===== config.mk =====
export PLATFORM = sky130hd
export DESIGN_NAME = iso2022_charset_detector_unit_flat
export DESIGN_NICKNAME = d
export VERILOG_FILES = /design/src/rtl/icd_pkg.sv /design/src/rtl/icd_if.sv /design/src/rtl/iso2022_charset_detector_unit.sv /design/src/rtl/icd_step.sv /design/src/flat_wrapper.sv
export SDC_FILE = /design/constraint.sdc
export NUM_CORES = 1
export LEC_CHECK = 0
export BUFFER_PORTS_ARGS = -buffer_cell sky130_fd_sc_hd__buf_4
export CAP_MARGIN = 20
export CORE_ASPECT_RATIO = 1.25
export CORE_MARGIN = 2
export CORE_UTILIZATION = 50
export DETAILED_ROUTE_END_ITERATION = 12
export PLACE_DENSITY = 0.79
export RECOVER_POWER = 100
export SYNTH_ARGS = -nofsm -noshare
export SYNTH_HDL_FRONTEND = slang
export SYNTH_SLANG_ARGS = --single-unit
export TNS_END_PERCENT = 1

===== constraint.sdc =====
create_clock -name clk -period 2.31 [get_ports clk]
set_input_delay 0.1155 -clock clk [delete_from_list [all_inputs] [get_ports clk]]
set_output_delay 0.1155 -clock clk [all_outputs]
set_load 0.01 [all_outputs]

===== src/rtl/icd_pkg.sv =====
// Shared types, codes and byte constants for the charset detector.
`timescale 1ns / 1ps
`default_nettype none

package icd_pkg;

  typedef enum logic [2:0] {
    CODE_NOTSET = 3'd0,
    CODE_AUTO   = 3'd1,
    CODE_CN     = 3'd2,
    CODE_JP     = 3'd3,
    CODE_KR     = 3'd4,
    CODE_TW     = 3'd5,
    CODE_SJIS   = 3'd6,
    CODE_EUCJP  = 3'd7
  } code_t;

  typedef enum logic [3:0] {
    PH_IDLE   = 4'd0,
    PH_ESC    = 4'd1,
    PH_DOLLAR = 4'd2,
    PH_DES94  = 4'd3,
    PH_STAR   = 4'd4,
    PH_PLUS   = 4'd5,
    PH_AF8E   = 4'd6,
    PH_AFA1   = 4'd7,
    PH_AFE0   = 4'd8,
    PH_SCAN   = 4'd9
  } phase_t;

  typedef struct packed {
    phase_t phase;
    code_t  code;
    logic   done;
  } state_t;

  localparam logic HEUR_RESET = 1'b1;

  localparam logic [7:0] B_NUL    = 8'd0;
  localparam logic [7:0] B_ESC    = 8'd27;
  localparam logic [7:0] B_DOLLAR = 8'h24;
  localparam logic [7:0] B_LPAREN = 8'h28;
  localparam logic [7:0] B_RPAREN = 8'h29;
  localparam logic [7:0] B_STAR   = 8'h2A;
  localparam logic [7:0] B_PLUS   = 8'h2B;
  localparam logic [7:0] B_AT     = 8'h40;
  localparam logic [7:0] B_A      = 8'h41;
  localparam logic [7:0] B_B      = 8'h42;
  localparam logic [7:0] B_C      = 8'h43;
  localparam logic [7:0] B_D      = 8'h44;
  localparam logic [7:0] B_E      = 8'h45;
  localparam logic [7:0] B_G      = 8'h47;
  localparam logic [7:0] B_H      = 8'h48;
  localparam logic [7:0] B_M      = 8'h4D;
  localparam logic [7:0] B_X      = 8'h58;
  localparam logic [7:0] B_TILDE  = 8'd126;
  localparam logic [7:0] B_128    = 8'd128;
  localparam logic [7:0] B_129    = 8'd129;
  localparam logic [7:0] B_141    = 8'd141;
  localparam logic [7:0] B_142    = 8'd142;
  localparam logic [7:0] B_143    = 8'd143;
  localparam logic [7:0] B_159    = 8'd159;
  localparam logic [7:0] B_160    = 8'd160;
  localparam logic [7:0] B_161    = 8'd161;
  localparam logic [7:0] B_223    = 8'd223;
  localparam logic [7:0] B_224    = 8'd224;
  localparam logic [7:0] B_239    = 8'd239;
  localparam logic [7:0] B_240    = 8'd240;
  localparam logic [7:0] B_252    = 8'd252;
  localparam logic [7:0] B_253    = 8'd253;
  localparam logic [7:0] B_254    = 8'd254;

  function automatic logic in_rng(input logic [7:0] b, input logic [7:0] lo,
                                  input logic [7:0] hi);
    return (b >= lo) && (b <= hi);
  endfunction

endpackage

`default_nettype wire


===== src/rtl/icd_if.sv =====
// Valid/ready channel interfaces for text bytes, results and configuration.
`timescale 1ns / 1ps
`default_nettype none

interface icd_in_if;
  logic       valid;
  logic       ready;
  logic [7:0] data_byte;
  logic       first_byte;
  logic       start_autodetect;
  modport source (output valid, output data_byte, output first_byte,
                  output start_autodetect, input ready);
  modport sink (input valid, input data_byte, input first_byte,
                input start_autodetect, output ready);
endinterface

interface icd_out_if;
  logic       valid;
  logic       ready;
  logic [2:0] detected_code;
  logic       decided;
  modport source (output valid, output detected_code, output decided, input ready);
  modport sink (input valid, input detected_code, input decided, output ready);
endinterface

interface icd_cfg_if;
  logic valid;
  logic ready;
  logic japanese_heuristics;
  modport source (output valid, output japanese_heuristics, input ready);
  modport sink (input valid, input japanese_heuristics, output ready);
endinterface

`default_nettype wire


===== src/rtl/iso2022_charset_detector_unit.sv =====
// An accepted input word goes through the input register, then the result register, to its result word on out_ch.
// Throughput: one word per cycle while out_ch is ready; the input register and the result register
// run as a two-stage pipe, and the parse state updates once per byte.
// Reset (rst_n low, synchronous): both stages empty, parse phase idle,
// code not set, not decided, japanese_heuristics set to HEUR_INIT (1 by default).
`timescale 1ns / 1ps
`default_nettype none

module iso2022_charset_detector_unit #(
  parameter logic HEUR_INIT = icd_pkg::HEUR_RESET
) (
  input  wire logic clk,
  input  wire logic rst_n,
  icd_in_if.sink    in_ch,
  icd_out_if.source out_ch,
  icd_cfg_if.sink   cfg_ch
);

  logic            heur_r;
  logic            in_valid_r;
  logic [7:0]      in_byte_r;
  logic            in_first_r;
  logic            in_auto_r;
  icd_pkg::state_t st_r;
  icd_pkg::state_t st_nxt;
  logic            out_valid_r;
  icd_pkg::code_t  out_code_r;
  logic            out_dec_r;
  logic            adv;
  logic            in_take;

  // advance the held word into the result register when it is free
  assign adv     = in_valid_r && (!out_valid_r || out_ch.ready);
  assign in_take = in_ch.valid && in_ch.ready;

  assign in_ch.ready          = !in_valid_r || adv;
  assign cfg_ch.ready         = 1'b1;
  assign out_ch.valid         = out_valid_r;
  assign out_ch.detected_code = out_code_r;
  assign out_ch.decided       = out_dec_r;

  icd_step u_step (
    .st_i             (st_r),
    .data_byte        (in_byte_r),
    .first_byte       (in_first_r),
    .start_autodetect (in_auto_r),
    .heur             (heur_r),
    .st_o             (st_nxt)
  );

  always_ff @(posedge clk) begin
    if (!rst_n) begin
      heur_r      <= HEUR_INIT;
      in_valid_r  <= 1'b0;
      out_valid_r <= 1'b0;
      st_r.phase  <= icd_pkg::PH_IDLE;
      st_r.code   <= icd_pkg::CODE_NOTSET;
      st_r.done   <= 1'b0;
    end else begin
      if (cfg_ch.valid) heur_r <= cfg_ch.japanese_heuristics;
      if (in_take) begin
        in_valid_r <= 1'b1;
      end else if (adv) begin
        in_valid_r <= 1'b0;
      end
      if (adv) begin
        out_valid_r <= 1'b1;
        st_r        <= st_nxt;
      end else if (out_ch.ready) begin
        out_valid_r <= 1'b0;
      end
    end
  end

  always_ff @(posedge clk) begin
    if (in_take) begin
      in_byte_r  <= in_ch.data_byte;
      in_first_r <= in_ch.first_byte;
      in_auto_r  <= in_ch.start_autodetect;
    end
    if (adv) begin
      out_code_r <= st_nxt.code;
      out_dec_r  <= st_nxt.done;
    end
  end

`ifndef SYNTHESIS
  a_hold_decided: assert property (@(posedge clk) disable iff (!rst_n)
    (adv && st_r.done && !in_first_r) |=> (st_r.code == $past(st_r.code)))
    else $error("decided code changed without a new string");

  a_done_idle: assert property (@(posedge clk) disable iff (!rst_n)
    st_r.done |-> (st_r.phase == icd_pkg::PH_IDLE))
    else $error("parse phase pending after decision");

  a_stall_only: assert property (@(posedge clk) disable iff (!rst_n)
    !in_ch.ready |-> (in_valid_r && out_valid_r && !out_ch.ready))
    else $error("input stalled without a blocked result");

  a_result_matches_state: assert property (@(posedge clk) disable iff (!rst_n)
    adv |=> (out_code_r == st_r.code && out_dec_r == st_r.done))
    else $error("result word differs from stored state");
`endif

endmodule

`default_nettype wire


===== src/rtl/icd_step.sv =====
// Next-state logic for one text byte: ESC sequence and Japanese range parsing.
`timescale 1ns / 1ps
`default_nettype none

module icd_step (
  input  wire icd_pkg::state_t st_i,
  input  wire logic [7:0]      data_byte,
  input  wire logic            first_byte,
  input  wire logic            start_autodetect,
  input  wire logic            heur,
  output icd_pkg::state_t      st_o
);

  icd_pkg::state_t s;
  icd_pkg::state_t n;
  logic [7:0]      b;
  logic            sjis_lead;

  always_comb begin
    b = data_byte;
    s = st_i;
    if (first_byte) begin
      s.phase = icd_pkg::PH_IDLE;
      s.code  = start_autodetect ? icd_pkg::CODE_AUTO : icd_pkg::CODE_NOTSET;
      s.done  = 1'b0;
    end
    sjis_lead = icd_pkg::in_rng(b, icd_pkg::B_129, icd_pkg::B_141) ||
                icd_pkg::in_rng(b, icd_pkg::B_143, icd_pkg::B_159);
    n = s;
    if (!s.done) begin
      n.phase = icd_pkg::PH_IDLE;
      if (b == icd_pkg::B_NUL) begin
        // string end; a pending half-width lead still counts as Shift-JIS
        n.done = 1'b1;
        if (s.phase == icd_pkg::PH_AFA1) n.code = icd_pkg::CODE_SJIS;
      end else begin
        case (s.phase)
          icd_pkg::PH_ESC: begin
            if (b == icd_pkg::B_DOLLAR) n.phase = icd_pkg::PH_DOLLAR;
          end
          icd_pkg::PH_DOLLAR: begin
            if (b == icd_pkg::B_A) begin
              n.code = icd_pkg::CODE_CN; n.done = 1'b1;
            end else if (b == icd_pkg::B_B || b == icd_pkg::B_AT) begin
              n.code = icd_pkg::CODE_JP; n.done = 1'b1;
            end else if (b == icd_pkg::B_LPAREN || b == icd_pkg::B_RPAREN) begin
              n.phase = icd_pkg::PH_DES94;
            end else if (b == icd_pkg::B_STAR) begin
              n.phase = icd_pkg::PH_STAR;
            end else if (b == icd_pkg::B_PLUS) begin
              n.phase = icd_pkg::PH_PLUS;
            end
          end
          icd_pkg::PH_DES94: begin
            if (b == icd_pkg::B_A || b == icd_pkg::B_E || b == icd_pkg::B_X) begin
              n.code = icd_pkg::CODE_CN; n.done = 1'b1;
            end else if (b == icd_pkg::B_C) begin
              n.code = icd_pkg::CODE_KR; n.done = 1'b1;
            end else if (b == icd_pkg::B_D) begin
              n.code = icd_pkg::CODE_JP; n.done = 1'b1;
            end else if (icd_pkg::in_rng(b, icd_pkg::B_G, icd_pkg::B_M)) begin
              n.code = icd_pkg::CODE_TW; n.done = 1'b1;
            end
          end
          icd_pkg::PH_STAR: begin
            if (b == icd_pkg::B_H || b == icd_pkg::B_X) begin
              n.code = icd_pkg::CODE_CN; n.done = 1'b1;
            end
          end
          icd_pkg::PH_PLUS: begin
            if (icd_pkg::in_rng(b, icd_pkg::B_H, icd_pkg::B_M) || b == icd_pkg::B_X) begin
              n.code = icd_pkg::CODE_CN; n.done = 1'b1;
            end
          end
          icd_pkg::PH_AF8E: begin
            if (icd_pkg::in_rng(b, icd_pkg::B_AT, icd_pkg::B_TILDE) ||
                icd_pkg::in_rng(b, icd_pkg::B_128, icd_pkg::B_160) ||
                icd_pkg::in_rng(b, icd_pkg::B_224, icd_pkg::B_252)) begin
              n.code = icd_pkg::CODE_SJIS; n.done = 1'b1;
            end
          end
          icd_pkg::PH_AFA1: begin
            if (icd_pkg::in_rng(b, icd_pkg::B_240, icd_pkg::B_254)) begin
              n.code = icd_pkg::CODE_EUCJP; n.done = 1'b1;
            end else if (icd_pkg::in_rng(b, icd_pkg::B_224, icd_pkg::B_239)) begin
              n.phase = icd_pkg::PH_SCAN;
            end else if (b <= icd_pkg::B_159) begin
              n.code = icd_pkg::CODE_SJIS; n.done = 1'b1;
            end
          end
          icd_pkg::PH_AFE0: begin
            if (icd_pkg::in_rng(b, icd_pkg::B_AT, icd_pkg::B_TILDE) ||
                icd_pkg::in_rng(b, icd_pkg::B_128, icd_pkg::B_160)) begin
              n.code = icd_pkg::CODE_SJIS; n.done = 1'b1;
            end else if (icd_pkg::in_rng(b, icd_pkg::B_253, icd_pkg::B_254)) begin
              n.code = icd_pkg::CODE_EUCJP; n.done = 1'b1;
            end
          end
          icd_pkg::PH_SCAN: begin
            // stay in the scan until a deciding byte; a byte below '@' drops it
            if (b >= icd_pkg::B_AT) begin
              if (sjis_lead) begin
                n.code = icd_pkg::CODE_SJIS; n.done = 1'b1;
              end else if (icd_pkg::in_rng(b, icd_pkg::B_253, icd_pkg::B_254)) begin
                n.code = icd_pkg::CODE_EUCJP; n.done = 1'b1;
              end else begin
                n.phase = icd_pkg::PH_SCAN;
              end
            end
          end
          default: begin
            if (b == icd_pkg::B_ESC) begin
              n.phase = icd_pkg::PH_ESC;
            end else if (s.code == icd_pkg::CODE_NOTSET) begin
              n.done = 1'b1;
            end else if (heur) begin
              if (sjis_lead) begin
                n.code = icd_pkg::CODE_SJIS; n.done = 1'b1;
              end else if (b == icd_pkg::B_142) begin
                n.phase = icd_pkg::PH_AF8E;
              end else if (icd_pkg::in_rng(b, icd_pkg::B_161, icd_pkg::B_223)) begin
                n.phase = icd_pkg::PH_AFA1;
              end else if (icd_pkg::in_rng(b, icd_pkg::B_240, icd_pkg::B_254)) begin
                n.code = icd_pkg::CODE_EUCJP; n.done = 1'b1;
              end else if (icd_pkg::in_rng(b, icd_pkg::B_224, icd_pkg::B_239)) begin
                n.phase = icd_pkg::PH_AFE0;
              end
            end
          end
        endcase
      end
    end
    st_o = n;
  end

endmodule

`default_nettype wire


===== src/flat_wrapper.sv =====
// flat-port wrapper written by rule: the top's interface ports become plain ports
module iso2022_charset_detector_unit_flat 
#(
  parameter logic HEUR_INIT = icd_pkg::HEUR_RESET
)
  (clk, rst_n, in_ch_valid, in_ch_data_byte, in_ch_first_byte, in_ch_start_autodetect, in_ch_ready, out_ch_valid, out_ch_detected_code, out_ch_decided, out_ch_ready, cfg_ch_valid, cfg_ch_japanese_heuristics, cfg_ch_ready);
  icd_in_if in_ch_i ();
  icd_out_if out_ch_i ();
  icd_cfg_if cfg_ch_i ();
  input  wire logic clk;
  input  wire logic rst_n;
  input wire logic [$bits(in_ch_i.valid)-1:0] in_ch_valid;
  input wire logic [$bits(in_ch_i.data_byte)-1:0] in_ch_data_byte;
  input wire logic [$bits(in_ch_i.first_byte)-1:0] in_ch_first_byte;
  input wire logic [$bits(in_ch_i.start_autodetect)-1:0] in_ch_start_autodetect;
  output wire logic [$bits(in_ch_i.ready)-1:0] in_ch_ready;
  output wire logic [$bits(out_ch_i.valid)-1:0] out_ch_valid;
  output wire logic [$bits(out_ch_i.detected_code)-1:0] out_ch_detected_code;
  output wire logic [$bits(out_ch_i.decided)-1:0] out_ch_decided;
  input wire logic [$bits(out_ch_i.ready)-1:0] out_ch_ready;
  input wire logic [$bits(cfg_ch_i.valid)-1:0] cfg_ch_valid;
  input wire logic [$bits(cfg_ch_i.japanese_heuristics)-1:0] cfg_ch_japanese_heuristics;
  output wire logic [$bits(cfg_ch_i.ready)-1:0] cfg_ch_ready;
  assign in_ch_i.valid = in_ch_valid;
  assign in_ch_i.data_byte = in_ch_data_byte;
  assign in_ch_i.first_byte = in_ch_first_byte;
  assign in_ch_i.start_autodetect = in_ch_start_autodetect;
  assign in_ch_ready = in_ch_i.ready;
  assign out_ch_valid = out_ch_i.valid;
  assign out_ch_detected_code = out_ch_i.detected_code;
  assign out_ch_decided = out_ch_i.decided;
  assign out_ch_i.ready = out_ch_ready;
  assign cfg_ch_i.valid = cfg_ch_valid;
  assign cfg_ch_i.japanese_heuristics = cfg_ch_japanese_heuristics;
  assign cfg_ch_ready = cfg_ch_i.ready;
  iso2022_charset_detector_unit #(.HEUR_INIT(HEUR_INIT)) u_core (.clk(clk), .rst_n(rst_n), .in_ch(in_ch_i), .out_ch(out_ch_i), .cfg_ch(cfg_ch_i));
endmodule

* Yosys cells after proc, flatten, opt, wreduce, memory -nomap -nowiden
Cells that the tools add are included.
** Word-level totals
- Flip-flop bits (word level) :: 25
- Input port bits :: 16
- Output and inout bits :: 7
- Word-level logic and storage cells :: 137
** Operators by class
- Order comparisons :: 19
- Eq/ne operators :: 24
- Multiplexer cells :: 52
- Reduce and logical (&&, ||, !) cells :: 31
** Operators by type and width (number)
- two-way mux 4 bit :: 36
- == test 8 x 7 -> 1 bit (second input constant) :: 8
- >= comparator 8 bit (second input constant) :: 7
- less-or-equal comparator 8 bit (second input constant) :: 7
- == test 8 x 6 -> 1 bit (second input constant) :: 5
- case mux 4 bit (9 select lines) :: 1
- two-way mux 8 bit :: 4
- >= comparator 8 x 7 -> 1 bit (second input constant) :: 3
- case mux 4 bit (5 select lines) :: 1
- == test 4 x 3 -> 1 bit (second input constant) :: 4
- less-or-equal comparator 8 x 7 -> 1 bit (second input constant) :: 2
- logical AND 1 bit :: 13
- logical OR 1 bit :: 11
- == test 4 x 2 -> 1 bit (second input constant) :: 2
- == test 4 bit (second input constant) :: 2
- == test 8 x 5 -> 1 bit (second input constant) :: 1
- == test 8 bit (second input constant) :: 1
- zero test 8 bit :: 1
- two-way mux 7 bit :: 1
- two-way mux 1 bit :: 6
- two-way mux 3 bit :: 2
- OR reduction 5 bit :: 1
- == test 4 x 1 -> 1 bit (second input constant) :: 1
- nonzero test 2 bit :: 2
- other kinds (3) :: 4

* Logic depth before layout (Yosys ltp)
Gate-level depths: netlist (run 1).
- Word-level depth :: 13
- Gate-level depth with buffers :: 9
- Depth with buffers taken out :: 7

* Cells and area by module
From an unflattened synthesis (run 1), not the netlist that was laid out.
** Second synthesis, totals
- Cell total of the unflattened synthesis :: 272
- Area, all modules :: 2210.9 sq um
** By module, submodules not included
- icd_step :: instances 1, cells an instance 209, area each 1330.0 sq um, seq. area each 0.0 sq um
- iso2022_charset_detector_unit :: instances 1, cells an instance 63, area each 880.8 sq um, seq. area each 640.6 sq um

* Worst setup path before layout (run 1)
No wires, ideal clock.
- Path kind :: register -> register
- Start :: register u_core.in_byte_r[5]
- End :: register u_core.out_code_r[0], in the netlist u_core.out_ch.detected_code[0] (data pin)
- Setup time :: 0.270 ns
- Arrival :: 1.966 ns
- Data required time :: 2.040 ns
- Path slack :: 0.074 ns
- Stages on the path, launching flop included :: 7
- Buffers on the path :: 0
- Clock period less this slack :: 2.236 ns
- Path through :: edfxtp_1 or4b_4 or3_4 o21ai_0 a21oi_1 nor4_1 a21oi_1
** RTL lines
- from (decl) :: RTL line iso2022_charset_detector_unit.sv:21 : logic [7:0] in_byte_r;
- from (signal assigned) :: RTL line iso2022_charset_detector_unit.sv:77 : in_byte_r <= in_ch.data_byte;
- to (signal assigned) :: RTL line iso2022_charset_detector_unit.sv:82 : out_code_r <= st_nxt.code;
- to (decl) :: RTL line iso2022_charset_detector_unit.sv:27 : icd_pkg::code_t out_code_r;

==> results of run 1 <==
## worst reg2reg max path, delay by kind of cell, from the launching register on
family	cells	cell delay (ns)
AND/OR/NAND/NOR	3	1.08
AO/OA/AOI/OAI	3	0.49
flip-flops	1	0.43
buffers and inverters	1	0.16
## layout by cell type (no fill, tap or decap), drive strengths merged, types with 3 or more instances in the layout
cell,count
buf,63
nor2,26
nand2,21
clkbuf,20
a21oi,15
edfxtp,14
o21ai,14
dfxtp,11
inv,10
nand2b,8
or2,6
o211ai,6
a211oi,6
nor2b,5
a31oi,5
nor4,5
nand4,4
or4,4
a2111oi,4
or3b,3
nor3b,3
and3,3
nand3,3
nand3b,3
a41oi,3
or3,3
o2111ai,3
nor3,3
a22oi,3
o31ai,3
## repair_timing
action                                  4_1_cts  5_1_grt
hold buffers                                  0        1
hold endpoints to repair                      0        1
pin swaps                                     5        5
endpoints found under the setup margin        7       11
buffers inserted                              6        1
gates resized for setup                      10       17
## final cells by class
| type | count | area, um^2 | share of cell area (%) |
|---|---|---|---|
| clock buffer | 3 | 41.3 | 1.49 |
| inverter | 10 | 37.5 | 1.36 |
| tap | 54 | 67.6 | 2.45 |
| timing repair buffer | 81 | 592 | 21.4 |
| clock inverter | 1 | 7.51 | 0.272 |
| multi-input combinational | 192 | 1380 | 49.8 |
| sequential | 25 | 641 | 23.2 |
## cells by family (layout without fill, tap and decap cells)
logic type / after synthesis / count (layout) / share of synthesized area (%)
AO/OA/AOI/OAI: 81 / 81 / 30.6
XOR/XNOR: 1 / 1 / 0.439
buffers and inverters: 25 / 95 / 5.33
flip-flops: 25 / 25 / 32.1
multiplexers: 1 / 1 / 0.564
other: 1 / 1 / 0.188
AND/OR/NAND/NOR: 108 / 108 / 30.8
## path summary, 6_finish.rpt
check,end
max,u_core.out_ch.detected_code[0]$_DFFE_PP_
min,u_core.in_byte_r[4]$_DFFE_PP_
max reg2reg,u_core.out_ch.detected_code[0]$_DFFE_PP_
min reg2reg,u_core.st_r[5]$_SDFFE_PN0P_
## routing by layer
layer	GRT usage, %	vias up	share of wire, %
met3	4.30	39	6.6
met1	34.3	1085	38
met2	52.9	138	50
met4	16.9	0	5.3
met5	0	-	0
li1	-	1069	-
## Yosys cell counts, drive strengths merged, types with 4 or more instances
cell type,count,area (um^2)
nor2,26,97.6
nor4,5,31.3
or4,4,33.8
o21ai,14,70.1
a2111oi,4,47.6
dfxtp,11,220
a211oi,6,55.1
nand4,4,25.0
o211ai,6,45.0
nor2b,5,31.3
buf,8,42.5
or2,6,37.5
nand2,21,78.8
a31oi,5,46.3
inv,10,37.5
clkbuf,7,26.3
a21oi,15,78.8
edfxtp,14,420
nand2b,8,50.1
## flip-flops by register name, summed over array words and instances, names as in the netlist
name,cells
u_core.in_byte_r,8
u_core.st_r,8
u_core.out_ch.detected_code,3
u_core.heur_r,1
u_core.in_auto_r,1
u_core.in_first_r,1
u_core.in_valid_r,1
u_core.out_ch.decided,1
u_core.out_ch.valid,1
## power groups by stage
stage / clock [mW] / sequential [mW] / combinational (mW)
6_report: 0.279 / 0.517 / 0.289
3_5_place_dp: 0 / 0.527 / 0.260
3_3_place_gp: 0 / 0.526 / 0.255
5_1_grt: 0.288 / 0.521 / 0.313
2_1_floorplan: 0 / 0.524 / 0.148
4_1_cts: 0.282 / 0.517 / 0.274
## through the flow
stage	hold slack (ns)	util [%]
2_1_floorplan	0.214	-
3_3_place_gp	0.294	66.9
3_5_place_dp	0.295	66.9
4_1_cts	0.000412	70.4
5_1_grt	0.0226	72.4
6_report	0.0208	72.4
==> impl_summary.md, run 1 <==
Status
The run finished, with violations left. The final reports fail on negative setup slack.

Logic synthesis
The count of unique library cells instantiated by Yosys is 64. The post-synthesis cell area is between 1500 and 2000 um^2. The number of synthesized register bits is 25. The synthesized area per cell is between 8 and 9 um^2. The portion of the post-synthesis area used by sequential elements is between 30% and 40%. In the synthesized netlist the async set-or-reset flop fraction comes to 0%. The most used flip-flop cell after synthesis is edfxtp_1. The post-synthesis cell count is roughly 240.

The synthesized net count is between 200 and 300. The number of synthesized flops with an enable pin is 14. Yosys printed 0 warnings.

Critical path
In this run the worst path has a maximum fanout of 5. The slowest cell on the critical path is or4b_4. The number of cells on the worst reg-to-reg path is 7. In this run the number of cells on the critical path is 7. The arrival time at the worst endpoint is about 2.5 ns. The critical path startpoint is u_core.in_byte_r[4]$_DFFE_PP_.

STA puts the critical path data required time at around 2.3 ns. The critical path goes through or4b_4, or3_4, o211ai_1, buf_4, nand4_1, o32ai_2, a21oi_1. Grouping stages by cell kind, the critical path spends the most delay in simple AND/OR/NAND/NOR gates.

STA classifies the critical path endpoint as a flip-flop. The classification of the worst setup path is reg -> reg. The critical register-to-register path startpoint is u_core.in_byte_r[4]$_DFFE_PP_. The worst reg-to-reg setup slack is -0.13 ns.

The total buffers and inverters traversed by the critical path is 1. The largest single stage delay on the critical path is about 0.59 ns. STA classifies the critical path startpoint as a flip-flop.

Pwr
The power share of the clock group is between 20 and 30%. The internal portion of the total power is 754 uW. The share of total power in combinational logic is between 20% and 30%.

The power share of the sequential group is 47.6%. The power density over the cells is 393 nW/um^2. Overall power consumption after layout is estimated at 1.09 mW.

Summed over all nets, the switching power comes to about 330 uW. The switching share of power is a little under a third. For this design the static power due to leakage is approximately 1.1 nW.

The peak ir drop on the vdd network is between 0.0003 and 0.0004 V.

Placed design
The worst slack after detailed placement is -0.277 ns. Once placement finished, the instance area stood at ~2600 um^2. Routability-driven placement finished with a final weighted congestion of between 0.9 and 1. The cell total after placement is 355.

Once detailed placement completed, the half-perimeter wirelength came to a little under 5000 um. Buffers placed on the I/O ports in this run total 21.

Timing
The setup clock skew after layout is between 0.01 and 0.015 ns. The final count of hold timing violations was 0. The slack of the critical path is -0.128 ns. The total count of max-transition violations in the final report is 0.

Static timing analysis puts the maximum clock frequency at 0.410 GHz. Setup repair after global routing could not meet its margin everywhere. Summed over all failing endpoints, the final setup total negative slack is -0.532 ns.

The final critical path time including I/O delays and setup is between 2 and 2.5 ns. The worst max-slew margin expressed relative to the limit is between 50% and 60%. The final setup violation count is 6. For the pin with the worst max-slew slack, the measured transition is between 0.6 and 0.7 ns. The period utilization is 106%.

Global route
The total congestion overflow is 0. The wire length of the first global-routing pass is around 10000 um. In the global route stage, overall resource usage came out at a little under a third. The via count of the first global-routing pass is approximately 2100.

The number of antenna violations at the first check in global routing is 0. Entering global routing, the biggest net connects 16 pins.

Clock network
The maximum clock path buffer count is 2. The clock-pin transition on the worst setup and hold timing paths is about 0.10 ns. The CTS buffer count is 3.

The total number of clock tree sinks is 25. TritonCTS built the clock tree. The clock root buffer master is clkbuf_8. The H-tree depth is 1. For the worst-skew pair, the clock arrives at the later sink with an insertion delay of ~0.28 ns.

Routing
The routed length per placed instance is roughly 18 um. The overall routed net length is about 6400 um. The number of DRC markers after the initial detailed-route iteration is between 300 and 400. The post-detailed-route DRC marker count is 0. Using the TritonRoute via totals, the vias-per-cell ratio works out to approximately 6.4. The remaining antenna violation count after routing is 0. The number of iterations in the first detailed-routing pass is 6. The total number of vias is roughly 2300.

Flow run
The number of maximum-capacitance violations is 0.

Finish
The count of cells in the finished layout, fillers not included, comes to ~370. The layout has between 300 and 400 filler cells. Relative to the synthesized area, the layout overhead comes to 38.3%. The total number of nets in the final design is between 300 and 400. The count of inserted antenna diode cells is 0. The share of layout cells above drive strength 1 is around 37%.

The cell area after layout is approximately 2800 um^2.

Floorplanning
The die is 60.5 um wide. In this run the count of I/O pins placed on the die edge is 23. The floorplan die height is 74.7 um. The die covers around 4500 um^2.

The floorplan row count is 25. Once the floorplan was initialized, standard cells occupied ~52% of the core. The region available for standard cell placement spans about 3800 um^2.

Hold path
The number of cells on the worst hold path is 1. The min-delay analysis places its worst path in the category in -> reg. In this run the most critical hold path is launched from in_ch_data_byte[4].
Note: power is estimated with default switching activity, not from simulation.
==> run 2: changes to the inputs <==
- BUFFER_PORTS_ARGS: -buffer_cell sky130_fd_sc_hd__buf_4 -> default
- DONT_BUFFER_PORTS: default -> 1
- PLACE_DENSITY: 0.79 -> 0.74
- SYNTH_HIERARCHICAL: default -> 1
==> run 2 against run 1 <==
Net effect:
- the flow now finishes without violations
- critical path depth up 3
- maximum frequency up 5.7%
- sequential power about the same
- wire length up 8.0%
- utilization down 8.4 points
- synthesized cell count up 12%
- hold slack worse by 0.019 ns
- clock power down 8.2%
- area after synthesis up 11%
- critical path type unchanged
==> impl_summary.md, run 2 <==
Logic synthesis
In the post-synthesis netlist, the biggest area contributors are edfxtp_1 (19%), dfxtp_1 (10%), nand2_1 (6.6%), mux2i_1 (5.0%), nor2_1 (2.9%). The synthesized net count is 288 (+12%). The number of synthesized register bits was 25 (unchanged). The count of unique library cells instantiated by Yosys is 71 (+11%). The most repeated cell in the gate-level netlist after synthesis is nand2_1.

By count the netlist is led by nand2_1 (39), nor2_1 (17), edfxtp_1 (14). The post-synthesis cell count is 272 (+12%). The area share of the largest cell type after synthesis is 19.0% (-2.0 points). The number of synthesized flops with an enable pin is 14 (unchanged). The yosys synthesis warning count is 6 (+6). The post-synthesis cell area was 2210 um^2 (+11%). The async set or reset register ratio after synthesis is 0% (unchanged). The portion of the post-synthesis area used by sequential elements was 29.0% (-3.1 points). The largest area contributor in the netlist is edfxtp_1.

The synthesized area per cell is 8.13 um^2 (-1.5%). The most used flip-flop cell after synthesis is edfxtp_1.

Finish
Leaving out fill and tap cells, the most frequent cells in the layout are buf_4 (41), nand2_1 (39), nor2_1 (15). The number of standard cells in the final layout excluding fillers is 368 (+0.55%). From synthesis to final layout, the design area changed by 25.1%. The count of inserted antenna diode cells was 0 (unchanged). The filler cell count came to 392 (+24%). The area used by sequential logic in the layout is 641 um^2 (unchanged). The area taken by multi-input logic gates came to 1530 um^2 (+11%). Leaving out fill and tap cells, the most frequent cell in the layout is buf_4. The final design utilization came to 64.0% (-8.4 points).

The share of layout cells above drive strength 1 is 25.2% (-12 points). The cell area after layout was 2770 um^2 (+0.14%). The total number of nets in the final design is 327 (-0.61%).

Critical path
The critical path in this run is classified as reg -> reg. The required time of the critical path was 2.45 ns (+0.13 ns). The endpoint kind of the worst setup timing path is a flip-flop. The number of cells on the worst reg-to-reg path is 10 (+3). The largest fanout of any net on the critical path is 7 (+2). In this run the critical register-to-register path is launched from u_core/in_byte_r[4]$_DFFE_PP_.

The kind of start point of the critical path is a flip-flop. The slowest cell on the critical path is edfxtp_1. The worst reg-to-reg setup slack was 0.003 ns (+0.13 ns). The worst stage delay on the critical path is 0.44 ns (-0.15 ns). The arrival time at the worst endpoint is 2.45 ns (about the same). The worst register-to-register path ends at u_core/st_r[2]$_SDFFE_PN0P_. The library cell appearing most often on the critical path is buf_4. Traced cell by cell, the critical path runs through buf_4, nor2_1, o21a_1, o22ai_1, buf_4, nor4_4, nand4_1, a31o_1, nand2_1, mux2i_1.

Clock network
The total number of clock tree sinks was 25 (unchanged). The clock root buffer master is clkbuf_8. The maximum clock path buffer count was 2 (unchanged).

The clock-pin transition on the worst setup and hold timing paths is 0.08 ns (-0.02 ns). The CTS buffer count was 3 (unchanged). The clock insertion delay at the later pin of the skew report was 0.27 ns (about the same). The clock tree from TritonCTS is done. The H-tree depth is 1 (unchanged).

Placed design
The post-detailed-placement cell area came to 2450 um^2 (-4.1%). The cell total after placement was 346 (-2.5%). The number of buffer cells added on primary ports is 0 (-100%). The detailed placement HPWL came to 5170 um (+7.1%). The routability congestion estimate from global placement is 1.05 (+7.7%). The worst slack after detailed placement is 0.0101 ns (+0.287 ns).

Routing
The number of iterations in the first detailed-routing pass is 5 (-1). The number of DRC markers after the initial detailed-route iteration is 245 (-21%). The remaining antenna violation count after routing is 0 (unchanged). The post-detailed-route DRC marker count is 0 (unchanged).

The overall routed net length is 6940 um (+8.0%). The routed length per placed instance is 18.8 um (+7.4%). The total number of vias came to 2347 (+0.69%). The post-detailed-route via-to-cell ratio is 6.38 (+0.14%).

Floorplanning
The I/O pin total is 23 (unchanged). The total die area was 4970 um^2 (+10%). The floorplan die height is 78.3 um (+4.9%). The floorplan row count is 27 (+8.0%). The core area is 4320 um^2 (+13%). The overall die width is 63.5 um (+4.9%).

The initial cell density of the core came to 51.1% (-1.2 points).

Timing
Setup repair after global routing could not meet its margin everywhere. The slack of the critical path was 0.00325 ns (+0.132 ns). The period utilization came to 99.9% (-5.7 points). The final critical path time including I/O delays and setup is 2.31 ns (-0.132 ns).

The final setup violation count is 0 (-6). The total count of max-transition violations in the final report is 0 (unchanged). The highest attainable clock frequency is 0.434 GHz (+5.7%). The total negative slack for setup checks is 0 ns (+0.532 ns). The final hold slack came to 0.00131 ns (-0.0195 ns). The worst max-slew margin expressed relative to the limit is 54.6% (-3.5 points).

The final count of hold timing violations was 0 (unchanged). The setup clock skew after layout was 0.00350 ns (-0.0114 ns). The measured slew at the worst slew-check pin is 0.677 ns (+0.0503 ns).

Hold path
The endpoint with the worst hold slack is u_core/st_r[7]$_SDFFE_PN0P_. The number of cells on the worst hold path is 2 (+1). The min-delay analysis places its worst path in the category in -> reg. The start point of the worst min-delay path is rst_n.

Status
The flow ran to the end, and the final reports show no timing, DRC or antenna violations.

Global route
The wire length of the first global-routing pass is 11100 um (+9.9%). The number of antenna violations at the first check in global routing is 0 (unchanged). The total congestion overflow is 0 (unchanged). The via count of the first global-routing pass was 2265 (+6.1%). The pin count of the biggest net entering global routing was 18 (+2). The aggregate global-route resource usage is 28.8% (-1.2 points).

Flow run
The number of maximum-capacitance violations came to 0 (unchanged).

Pwr
The overall power consumption is 1.04 mW (-4.0%). The peak ir drop on the vdd network is 0.000431 V (+31%). The total leakage power came to 0.981 nW (-7.7%).

The power density over the cells is 377 nW/um^2 (-4.1%).
run 2: where the power goes:
group / leakage, nW / switching [mW] / internal [mW]
clock: 0.0255 / 0.136 / 0.121
sequential: 0.225 / 0.0233 / 0.494
combinational: 0.730 / 0.149 / 0.120
run 2: routing by layer:
metal | wire (um) | vias up | GRT usage (%)
met3 | 531 | 24 | 4.30
met4 | 291 | 0 | 14.6
met5 | 0 | - | 0
met2 | 3400 | 119 | 49.2
li1 | - | 1107 | -
met1 | 2720 | 1097 | 34.9
run 2: worst max-delay path by stage:
| stage | from | end | slack (ns) | cells past startpoint |
|---|---|---|---|---|
| CTS | u_core/in_byte_r[4]$_DFFE_PP_ | u_core/st_r[1]$_SDFFE_PN0P_ | 0.01 | 8 |
| finish | u_core/in_byte_r[4]$_DFFE_PP_ | u_core/st_r[2]$_SDFFE_PN0P_ | 0.003 | 10 |
| global route | u_core/in_byte_r[4]$_DFFE_PP_ | u_core/st_r[2]$_SDFFE_PN0P_ | -0.08 | 10 |
| floorplan | u_core/in_byte_r[5]$_DFFE_PP_ | u_core/out_ch.detected_code[0]$_DFFE_PP_ | 0.18 | 8 |
| global placement | u_core/in_byte_r[3]$_DFFE_PP_ | u_core/st_r[0]$_SDFFE_PN0P_ | -0.02 | 9 |
| detailed placement | u_core/in_byte_r[2]$_DFFE_PP_ | u_core/st_r[3]$_SDFFE_PN0P_ | 0.01 | 8 |
run 2: critical path: cells and delay by family, from the launching register on:
family          cells  cell delay (ns)
simple gates        4             0.71
buf+inv             2             0.35
compound gates      3             0.61
flops               1             0.44
mux                 1             0.07
run 2: layout make-up:
cell class / count / share of cell area, %
Clock buffer: 3 / 1.49
Clock inverter: 1 / 0.181
Inverter: 2 / 0.271
Multi-Input combinational cell: 222 / 55.5
Sequential cell: 25 / 23.2
Tap cell: 58 / 2.62
Timing Repair Buffer: 57 / 16.8
run 2: kinds of logic (layout without fill, tap and decap cells):
logic type	Yosys count	after routing	share of synthesized area, %
other	1	1	0.170
flip-flops	25	25	29.0
AO/OA/AOI/OAI	78	78	25.9
multiplexers	12	12	5.49
buffers and inverters	25	63	6.23
XOR/XNOR	1	1	0.396
AND/OR/NAND/NOR	130	130	32.9
run 2: timing repair:
action	in CTS	in global routing
hold buffers	13	0
endpoints found under the setup margin	1	12
pin swaps	0	1
buffers inserted	0	5
gates resized for setup	1	24
hold endpoints to repair	21	0
